**src/hw/rtl/seed_text_parser_macros.svh**
```systemverilog
// ----------------------------------------------------------------------------
// Seed text parser assertion macros
// Concurrent assertion wrappers; NO_ASSERTIONS compiles them out.
// ----------------------------------------------------------------------------
`ifndef SEED_TEXT_PARSER_MACROS_SVH
`define SEED_TEXT_PARSER_MACROS_SVH

`ifndef NO_ASSERTIONS

// same-cycle implication
`define STP_ASSERT_NOW(lbl, clk, rst_n, ante, cons) \
    lbl: assert property (@(posedge clk) disable iff (!rst_n) (ante) |-> (cons)) \
        else $error("stp assertion failed");

// next-cycle implication
`define STP_ASSERT_NEXT(lbl, clk, rst_n, ante, cons) \
    lbl: assert property (@(posedge clk) disable iff (!rst_n) (ante) |=> (cons)) \
        else $error("stp assertion failed");

`else

`define STP_ASSERT_NOW(lbl, clk, rst_n, ante, cons)
`define STP_ASSERT_NEXT(lbl, clk, rst_n, ante, cons)

`endif

`endif

```
**src/hw/rtl/stp_pkg.sv**
```systemverilog
// ----------------------------------------------------------------------------
// stp_pkg
// Types, character codes and helper functions for the seed text parser.
// ----------------------------------------------------------------------------
`default_nettype none

package stp_pkg;

    localparam logic [63:0] FNV_BASIS = 64'hcbf29ce484222325;

    localparam logic [4:0] COUNT_SATURATE      = 5'd17;
    localparam logic [4:0] MAX_BARE_HEX_DIGITS = 5'd16;

    localparam logic [7:0] CH_SPACE = 8'h20;
    localparam logic [7:0] CH_DASH  = 8'h2D;
    localparam logic [7:0] CH_ZERO  = 8'h30;
    localparam logic [7:0] CH_NINE  = 8'h39;
    localparam logic [7:0] CH_UA    = 8'h41;
    localparam logic [7:0] CH_UF    = 8'h46;
    localparam logic [7:0] CH_LA    = 8'h61;
    localparam logic [7:0] CH_LF    = 8'h66;
    localparam logic [7:0] CH_LX    = 8'h78;
    localparam logic [7:0] CH_UX    = 8'h58;

    localparam logic [1:0] STATUS_OK    = 2'd0;
    localparam logic [1:0] STATUS_EMPTY = 2'd1;
    localparam logic [1:0] STATUS_RANGE = 2'd2;

    localparam logic [1:0] PATH_PREFIX_HEX = 2'd0;
    localparam logic [1:0] PATH_DECIMAL    = 2'd1;
    localparam logic [1:0] PATH_BARE_HEX   = 2'd2;
    localparam logic [1:0] PATH_HASH       = 2'd3;

    typedef struct packed {
        logic       has_byte;
        logic [7:0] text_byte;
        logic       is_last;
    } stp_in_t;

    typedef struct packed {
        logic [63:0] seed_value;
        logic [1:0]  status;
        logic [1:0]  path_taken;
    } stp_out_t;

    // bit 4 set: not a hex digit
    function automatic logic [4:0] hex_nibble(input logic [7:0] b);
        logic [4:0] r;
        r = 5'h10;
        if (b >= CH_ZERO && b <= CH_NINE)
        begin
            r = {1'b0, 4'(b - CH_ZERO)};
        end
        else if (b >= CH_UA && b <= CH_UF)
        begin
            r = {1'b0, 4'(b - CH_UA + 8'd10)};
        end
        else if (b >= CH_LA && b <= CH_LF)
        begin
            r = {1'b0, 4'(b - CH_LA + 8'd10)};
        end
        return r;
    endfunction

    // one FNV-1a round; prime is 2^40 + 0x1b3, done as shifts and adds
    function automatic logic [63:0] fnv_step(input logic [63:0] h, input logic [7:0] b);
        logic [63:0] x;
        x = h ^ {56'd0, b};
        return (x << 40) + (x << 8) + (x << 7) + (x << 5) + (x << 4) + (x << 1) + x;
    endfunction

endpackage

`default_nettype wire

```
**src/hw/rtl/stp_in_if.sv**
```systemverilog
// ----------------------------------------------------------------------------
// stp_in_if
// Text byte channel: valid/ready handshake with one byte request per beat.
// ----------------------------------------------------------------------------
`default_nettype none

interface stp_in_if;
    logic             valid;
    logic             ready;
    stp_pkg::stp_in_t data;

    modport source (output valid, output data, input ready);
    modport sink   (input valid, input data, output ready);
endinterface

`default_nettype wire

```
**src/hw/rtl/stp_out_if.sv**
```systemverilog
// ----------------------------------------------------------------------------
// stp_out_if
// Seed result channel: valid/ready handshake carrying one parsed seed.
// ----------------------------------------------------------------------------
`default_nettype none

interface stp_out_if;
    logic              valid;
    logic              ready;
    stp_pkg::stp_out_t data;

    modport source (output valid, output data, input ready);
    modport sink   (input valid, input data, output ready);
endinterface

`default_nettype wire

```
**src/hw/rtl/seed_text_parser.sv**
```systemverilog
// ----------------------------------------------------------------------------
// seed_text_parser
// Streams seed text bytes and returns a 64-bit seed at the end of the string.
// ----------------------------------------------------------------------------
// Takes one text request per clock, back to back. Each request is captured in
// an input register and from there updates the running FNV-1a hash and the
// decimal, bare hex and prefixed hex accumulators in one pass; on the request
// marked last the seed is chosen and loaded into the result register, from
// which it is presented. The result register decouples the sides: only a last
// request waiting behind an untaken seed stalls the input. The cycle time is
// set by the hash update, a constant multiply done as a shift-add tree.
`default_nettype none

`include "seed_text_parser_macros.svh"

module seed_text_parser
(
    input  wire logic  clk,
    input  wire logic  rst_n,
    stp_in_if.sink     text,
    stp_out_if.source  seed
);

    // input register
    logic             in_valid_reg;
    stp_pkg::stp_in_t in_data_reg;

    // parser state
    logic [63:0] hash_reg,       hash_next;
    logic [4:0]  count_reg,      count_next;
    logic        first_zero_reg, first_zero_next;
    logic        second_x_reg,   second_x_next;
    logic        only_dec_reg,   only_dec_next;
    logic        only_hex_reg,   only_hex_next;
    logic [63:0] dec_reg,        dec_next;
    logic        dec_ovf_reg,    dec_ovf_next;
    logic [63:0] bare_reg,       bare_next;
    logic [63:0] pfx_reg,        pfx_next;
    logic        pfx_open_reg,   pfx_open_next;
    logic        pfx_ovf_reg,    pfx_ovf_next;

    // result register
    logic              out_valid_reg;
    stp_pkg::stp_out_t out_data_reg;
    stp_pkg::stp_out_t result;

    logic        advance;
    logic        take_last;
    logic [7:0]  b;
    logic        is_drop;
    logic        is_dec;
    logic [4:0]  nib;
    logic [67:0] dec_wide;

    assign advance   = in_valid_reg &&
                       (!in_data_reg.is_last || !out_valid_reg || seed.ready);
    assign take_last = advance && in_data_reg.is_last;

    assign text.ready = !in_valid_reg || advance;
    assign seed.valid = out_valid_reg;
    assign seed.data  = out_data_reg;

    assign b        = in_data_reg.text_byte;
    assign is_drop  = (b == stp_pkg::CH_SPACE) || (b == stp_pkg::CH_DASH);
    assign is_dec   = (b >= stp_pkg::CH_ZERO) && (b <= stp_pkg::CH_NINE);
    assign nib      = stp_pkg::hex_nibble(b);
    assign dec_wide = ({4'd0, dec_reg} << 3) + ({4'd0, dec_reg} << 1)
                    + {64'd0, nib[3:0]};

    always_comb
    begin
        hash_next       = hash_reg;
        count_next      = count_reg;
        first_zero_next = first_zero_reg;
        second_x_next   = second_x_reg;
        only_dec_next   = only_dec_reg;
        only_hex_next   = only_hex_reg;
        dec_next        = dec_reg;
        dec_ovf_next    = dec_ovf_reg;
        bare_next       = bare_reg;
        pfx_next        = pfx_reg;
        pfx_open_next   = pfx_open_reg;
        pfx_ovf_next    = pfx_ovf_reg;

        if (in_data_reg.has_byte)
        begin
            hash_next = stp_pkg::fnv_step(hash_reg, b);
            if (!is_drop)
            begin
                if (count_reg == 5'd0)
                begin
                    first_zero_next = (b == stp_pkg::CH_ZERO);
                end
                if (count_reg == 5'd1)
                begin
                    second_x_next = (b == stp_pkg::CH_LX) || (b == stp_pkg::CH_UX);
                end

                if (is_dec)
                begin
                    dec_next = dec_wide[63:0];
                    if (dec_wide[67:64] != 4'd0)
                    begin
                        dec_ovf_next = 1'b1;
                    end
                end
                else
                begin
                    only_dec_next = 1'b0;
                end

                if (!nib[4])
                begin
                    bare_next = {bare_reg[59:0], nib[3:0]};
                end
                else
                begin
                    only_hex_next = 1'b0;
                end

                if (count_reg >= 5'd2 && pfx_open_reg)
                begin
                    if (!nib[4])
                    begin
                        if (pfx_reg[63:60] != 4'd0)
                        begin
                            pfx_ovf_next = 1'b1;
                        end
                        pfx_next = {pfx_reg[59:0], nib[3:0]};
                    end
                    else
                    begin
                        pfx_open_next = 1'b0;
                    end
                end

                if (count_reg < stp_pkg::COUNT_SATURATE)
                begin
                    count_next = count_reg + 5'd1;
                end
            end
        end
    end

    // path selection on the updated state
    always_comb
    begin
        result.seed_value = 64'd0;
        result.status     = stp_pkg::STATUS_OK;
        result.path_taken = stp_pkg::PATH_PREFIX_HEX;
        if (count_next == 5'd0)
        begin
            result.status = stp_pkg::STATUS_EMPTY;
        end
        else if (count_next > 5'd2 && first_zero_next && second_x_next)
        begin
            if (pfx_ovf_next)
            begin
                result.status = stp_pkg::STATUS_RANGE;
            end
            else
            begin
                result.seed_value = pfx_next;
            end
        end
        else if (only_dec_next)
        begin
            result.path_taken = stp_pkg::PATH_DECIMAL;
            if (dec_ovf_next)
            begin
                result.status = stp_pkg::STATUS_RANGE;
            end
            else
            begin
                result.seed_value = dec_next;
            end
        end
        else if (only_hex_next && count_next <= stp_pkg::MAX_BARE_HEX_DIGITS)
        begin
            result.path_taken = stp_pkg::PATH_BARE_HEX;
            result.seed_value = bare_next;
        end
        else
        begin
            result.path_taken = stp_pkg::PATH_HASH;
            result.seed_value = hash_next;
        end
    end

    always_ff @(posedge clk or negedge rst_n)
    begin
        if (!rst_n)
        begin
            in_valid_reg <= 1'b0;
        end
        else if (text.ready)
        begin
            in_valid_reg <= text.valid;
        end
    end

    always_ff @(posedge clk)
    begin
        if (text.ready && text.valid)
        begin
            in_data_reg <= text.data;
        end
    end

    always_ff @(posedge clk or negedge rst_n)
    begin
        if (!rst_n)
        begin
            hash_reg       <= stp_pkg::FNV_BASIS;
            count_reg      <= 5'd0;
            first_zero_reg <= 1'b0;
            second_x_reg   <= 1'b0;
            only_dec_reg   <= 1'b1;
            only_hex_reg   <= 1'b1;
            dec_reg        <= 64'd0;
            dec_ovf_reg    <= 1'b0;
            bare_reg       <= 64'd0;
            pfx_reg        <= 64'd0;
            pfx_open_reg   <= 1'b1;
            pfx_ovf_reg    <= 1'b0;
        end
        else if (take_last)
        begin
            hash_reg       <= stp_pkg::FNV_BASIS;
            count_reg      <= 5'd0;
            first_zero_reg <= 1'b0;
            second_x_reg   <= 1'b0;
            only_dec_reg   <= 1'b1;
            only_hex_reg   <= 1'b1;
            dec_reg        <= 64'd0;
            dec_ovf_reg    <= 1'b0;
            bare_reg       <= 64'd0;
            pfx_reg        <= 64'd0;
            pfx_open_reg   <= 1'b1;
            pfx_ovf_reg    <= 1'b0;
        end
        else if (advance)
        begin
            hash_reg       <= hash_next;
            count_reg      <= count_next;
            first_zero_reg <= first_zero_next;
            second_x_reg   <= second_x_next;
            only_dec_reg   <= only_dec_next;
            only_hex_reg   <= only_hex_next;
            dec_reg        <= dec_next;
            dec_ovf_reg    <= dec_ovf_next;
            bare_reg       <= bare_next;
            pfx_reg        <= pfx_next;
            pfx_open_reg   <= pfx_open_next;
            pfx_ovf_reg    <= pfx_ovf_next;
        end
    end

    always_ff @(posedge clk or negedge rst_n)
    begin
        if (!rst_n)
        begin
            out_valid_reg <= 1'b0;
        end
        else if (take_last)
        begin
            out_valid_reg <= 1'b1;
        end
        else if (seed.ready)
        begin
            out_valid_reg <= 1'b0;
        end
    end

    always_ff @(posedge clk)
    begin
        if (take_last)
        begin
            out_data_reg <= result;
        end
    end

    `STP_ASSERT_NOW(a_count_bound, clk, rst_n, 1'b1, count_reg <= stp_pkg::COUNT_SATURATE)
    `STP_ASSERT_NEXT(a_state_clear, clk, rst_n, take_last, count_reg == 5'd0 && hash_reg == stp_pkg::FNV_BASIS && out_valid_reg)
    `STP_ASSERT_NOW(a_empty_zero, clk, rst_n, out_valid_reg && out_data_reg.status == stp_pkg::STATUS_EMPTY, out_data_reg.seed_value == 64'd0 && out_data_reg.path_taken == stp_pkg::PATH_PREFIX_HEX)
    `STP_ASSERT_NOW(a_range_path, clk, rst_n, out_valid_reg && out_data_reg.status == stp_pkg::STATUS_RANGE, out_data_reg.seed_value == 64'd0 && (out_data_reg.path_taken == stp_pkg::PATH_PREFIX_HEX || out_data_reg.path_taken == stp_pkg::PATH_DECIMAL))

endmodule

`default_nettype wire
```
**src/flat_wrapper.sv**
```systemverilog
// flat-port wrapper written by rule: the top's interface ports become plain ports
module seed_text_parser_flat 
  (clk, rst_n, text_valid, text_data, text_ready, seed_valid, seed_data, seed_ready);
  stp_in_if text_i ();
  stp_out_if seed_i ();
  input  wire logic clk;
  input  wire logic rst_n;
  input wire logic [$bits(text_i.valid)-1:0] text_valid;
  input wire logic [$bits(text_i.data)-1:0] text_data;
  output wire logic [$bits(text_i.ready)-1:0] text_ready;
  output wire logic [$bits(seed_i.valid)-1:0] seed_valid;
  output wire logic [$bits(seed_i.data)-1:0] seed_data;
  input wire logic [$bits(seed_i.ready)-1:0] seed_ready;
  assign text_i.valid = text_valid;
  assign text_i.data = text_data;
  assign text_ready = text_i.ready;
  assign seed_valid = seed_i.valid;
  assign seed_data = seed_i.data;
  assign seed_i.ready = seed_ready;
  seed_text_parser u_core (.clk(clk), .rst_n(rst_n), .text(text_i), .seed(seed_i));
endmodule
```
**config.mk**
```make
export PLATFORM = sky130hd
export DESIGN_NAME = seed_text_parser_flat
export DESIGN_NICKNAME = d
export VERILOG_FILES = /design/src/hw/rtl/stp_pkg.sv /design/src/hw/rtl/stp_in_if.sv /design/src/hw/rtl/stp_out_if.sv /design/src/hw/rtl/seed_text_parser.sv /design/src/flat_wrapper.sv
export VERILOG_INCLUDE_DIRS = /design/src /design/src/hw/rtl
export SDC_FILE = /design/constraint.sdc
export NUM_CORES = 2
export LEC_CHECK = 0
export BUFFER_PORTS_ARGS = -buffer_cell sky130_fd_sc_hd__buf_4
export CORE_MARGIN = 1.5
export CORE_UTILIZATION = 41
export CTS_BUF_LIST = sky130_fd_sc_hd__clkbuf_4 sky130_fd_sc_hd__clkbuf_8 sky130_fd_sc_hd__clkbuf_16
export CTS_CLUSTER_DIAMETER = 40
export CTS_CLUSTER_SIZE = 20
export DETAILED_ROUTE_END_ITERATION = 10
export HOLD_SLACK_MARGIN = 0.12
export PLACE_DENSITY_LB_ADDON = 0.1
export SLEW_MARGIN = 20
export SYNTH_ARGS = -nofsm -noshare
export SYNTH_HDL_FRONTEND = slang
export SYNTH_SLANG_ARGS = --single-unit
export TNS_END_PERCENT = 10
```
**constraint.sdc**
```tcl
create_clock -name clk -period 15 [get_ports clk]
set_clock_uncertainty 0.05 [all_clocks]
set_input_delay 2.25 -clock clk [delete_from_list [all_inputs] [get_ports clk]]
set_output_delay 2.25 -clock clk [all_outputs]
set_load 0.005 [all_outputs]
```
==> summary.md <==
| Metric | Value |
|---|---|
| H-tree levels | `3` |
| Die height | `282 um` |
| GR Overflow Total | `0` |
| Crit path buffers/inverters | `4` |
| Post-CTS resize count | `0` |
| Vias in the first global route | `26,800` |
| Tightest Pin Transition | `1.03 ns` |
| Slowest cell delay on critical path | `0.65 ns` |
| Worst Setup Path Type | `reg -> reg` |
| GP Congestion | `0.996` |
| Routed via count | `26,900` |
| Cell Area, Synth | `31,900 um2` |
| Post-Syn Area per Cell | `9.54 um2` |
| Setup Buffers After CTS | `0` |
| Number of flip-flops in the largest register | `68` |
| Yosys Warn Count | `0` |
| CTS clk-pin slew, worst paths | `0.05 ns` |
| Share of layout cells above drive strength 1 | `10.3%` |
| Crit-path max FO | `64` |
| Initial Util | `41.3%` |
| Pin count of the biggest net entering global routing | `148` |
| Port bufs | `83` |
| Final hold slack | `0.416 ns` |
| Post-synthesis cell type with the largest combined area | `dfrtp_1` |
| DRC | `0` |
| Post-DP HPWL | `roughly 90 mm` |
| Total CTS buffers | `76` |
| Final Max Slew Viols | `0` |
| Top cells by area, synth | `dfrtp_1 19%, fa_1 16%, ha_1 9.5%` |
| RSZ-0062 raised after global routing | `false` |
| CP startpoint kind | `register` |
| Post-synthesis register bit count | `about 350` |
| Seq/Total Area, Yosys | `about 29%` |
| Worst Path Required | `15.29 ns` |
| Vias per inst | `6.06` |
| First-iteration detailed-routing DRC count | `~2,400` |
| CP arrival | `7.56 ns` |
| Max Root-Sink Buffers | `3` |
| Peak Freq | `~0.14 GHz` |
| CTS tree | `yes` |
| Setup TNS | `0 ns` |
| Cell variety after synth | `a little under 100` |
| Syn Nets | `slightly below 4,000` |
| Final WL | `about 120 mm` |
| WL/cell | `26.7 um` |
| Area share of the largest cell type after synthesis | `18.7%` |
| Status | `finished, final reports clean` |
| Clock insertion delay at the later pin of the skew report | `0.63 ns` |
| Global-route wire length before repair | `178 mm` |
| Post-route minimum period | `7.27 ns` |
| Top_reg_cell synth | `dfrtp_1` |
| First-pass DRT Iterations | `5` |
| Post-route ant nets | `0` |
| CP max-delay cell | `buf_4` |
| CTS Hold Bufs | `0` |
| IO Count | `84` |
| Core Area | `77,200 um2` |
| Die area | `79,500 um2` |
| Fin. Hold Viols | `0` |
| Max-slew headroom | `30.9%` |
| Global-route usage over all layers | `30.1%` |
| CP cell instances | `inv_1, ha_1, o21bai_1, a21oi_1, buf_4, a31oi_1, xnor2_1, nor2_1, fa_1, inv_1, fa_1, nand2b_1, a21oi_1, o21ai_1, a2111o_1, a211oi_2, o311a_1, nor3_1, o211a_1, a21oi_4, buf_4, o221ai_1` |
| P&R area growth vs syn | `13.3%` |
| Max-cap violations | `0` |
| Site Rows | `102` |
| Antenna cell count | `0` |
| Post-synth EDFFs | `78` |
| Final setup margin | `7.73 ns` |
| Delay-heaviest family, CP | `compound AO/OA/AOI/OAI gates` |
| Clock tree root driver cell | `clkbuf_16` |
| Antenna violations before repair | `2` |
| Nets | `3,849` |
| CP Capture Type | `register` |
| Clock Sinks | `348` |
| Syn Inst Count | `3,345` |
| Hold Crit Class | `reg -> reg` |
| Tcrit/Tclk final | `48.4%` |
| Ys async rst share | `77.6%` |
| Die width | `282 um` |
| Worst slack, placed | `between 7 and 8 ns` |
| Final setup vio count | `0` |
## path summary, 6_finish.rpt
kind                                     from              endpoint  slack, ns  cells past startpoint
setup / recovery                  u_core.b[0]  u_core.seed.data[15]       7.73                     22
hold / removal             u_core.hash_reg[5]    u_core.hash_reg[5]       0.42                      2
setup reg to reg                  u_core.b[0]  u_core.seed.data[15]       7.73                     22
hold reg to reg            u_core.hash_reg[5]    u_core.hash_reg[5]       0.42                      2
max in group asynchronous               rst_n   u_core.hash_reg[32]      11.93                      2
min in group asynchronous               rst_n    u_core.dec_reg[55]       1.52                      1
## through the flow
step                instances  utilization, %  cell area (um2)
floorplan                3345               -            31900
global placement         4302            43.2            33300
detailed placement       4302            43.2            33300
CTS                      4444            46.9            36200
global route             4444            46.9            36200
finish                   4444            46.9            36200
## layer usage
metal	global-route usage, %	routed length (um)
met5	0	10
met4	10.7	4120
met3	3.43	6410
met2	47.8	55000
met1	42.3	53100
## cells in the mapped netlist (all sizes together) (7+ instances only)
cell	n
nand4	43
o2111ai	7
o21bai	22
dfstp	31
o221ai	44
nor2b	18
a22o	143
a311oi	8
buf	63
and4	7
o211ai	34
o22a	13
nor3	23
or3	13
edfxtp	78
nor2	153
a21o	70
and2	15
xnor2	78
mux2i	117
o41ai	7
a21oi	284
and3	38
xor2	54
a21boi	12
nand3	57
o31ai	18
ha	242
o21ai	201
inv	220
clkbuf	138
fa	253
o22ai	16
a211oi	24
nand2	390
a31oi	47
o21a	23
dfrtp	239
## area by class of cell
| cell class | count | area [um2] |
|---|---|---|
| Fill cell | 7293 | 41000 |
| Multi-Input combinational cell | 2575 | 21200 |
| Sequential cell | 348 | 9140 |
| Clock buffer | 97 | 2130 |
| Tap cell | 1040 | 1300 |
| Timing Repair Buffer | 119 | 913 |
| Inverter | 220 | 827 |
| Clock inverter | 45 | 702 |
## logic make-up after synthesis
family,after synthesis,share of synthesized area (%)
simple gates,793,11.3
fa+ha+maj,495,25.4
flops,348,28.6
xor+xnor,132,3.62
mux,122,3.85
buf+inv,422,5.40
compound gates,1033,21.9
## layout by cell type, fill, tap and decap left out, types with 34 or more instances in the layout
cell / instances
nand2_1: 386
a21oi_1: 282
fa_1: 253
ha_1: 242
dfrtp_1: 239
inv_1: 218
o21ai_0: 162
nor2_1: 147
a22o_1: 143
mux2i_1: 117
buf_4: 117
xnor2_1: 78
clkbuf_16: 78
edfxtp_1: 78
a21o_1: 70
nand3_1: 56
xor2_1: 54
a31oi_1: 45
nand4_1: 43
o221ai_1: 41
and3_1: 38
o21ai_1: 34
## worst reg2reg max path: stages (launching register included)
cell and delay [ns]:
edfxtp_1 0.57, inv_1 0.32, ha_1 0.24, o21bai_1 0.11
a21oi_1 0.16, buf_4 0.24, a31oi_1 0.09, xnor2_1 0.62
nor2_1 0.14, fa_1 0.55, inv_1 0.06, fa_1 0.40
nand2b_1 0.18, a21oi_1 0.32, o21ai_1 0.21, a2111o_1 0.51
a211oi_2 0.52, o311a_1 0.28, nor3_1 0.07, o211a_1 0.25
a21oi_4 0.12, buf_4 0.65, o221ai_1 0.35
Power is not shown: default switching activity piles up to over one toggle a cycle in this logic, so the estimate is an artifact.
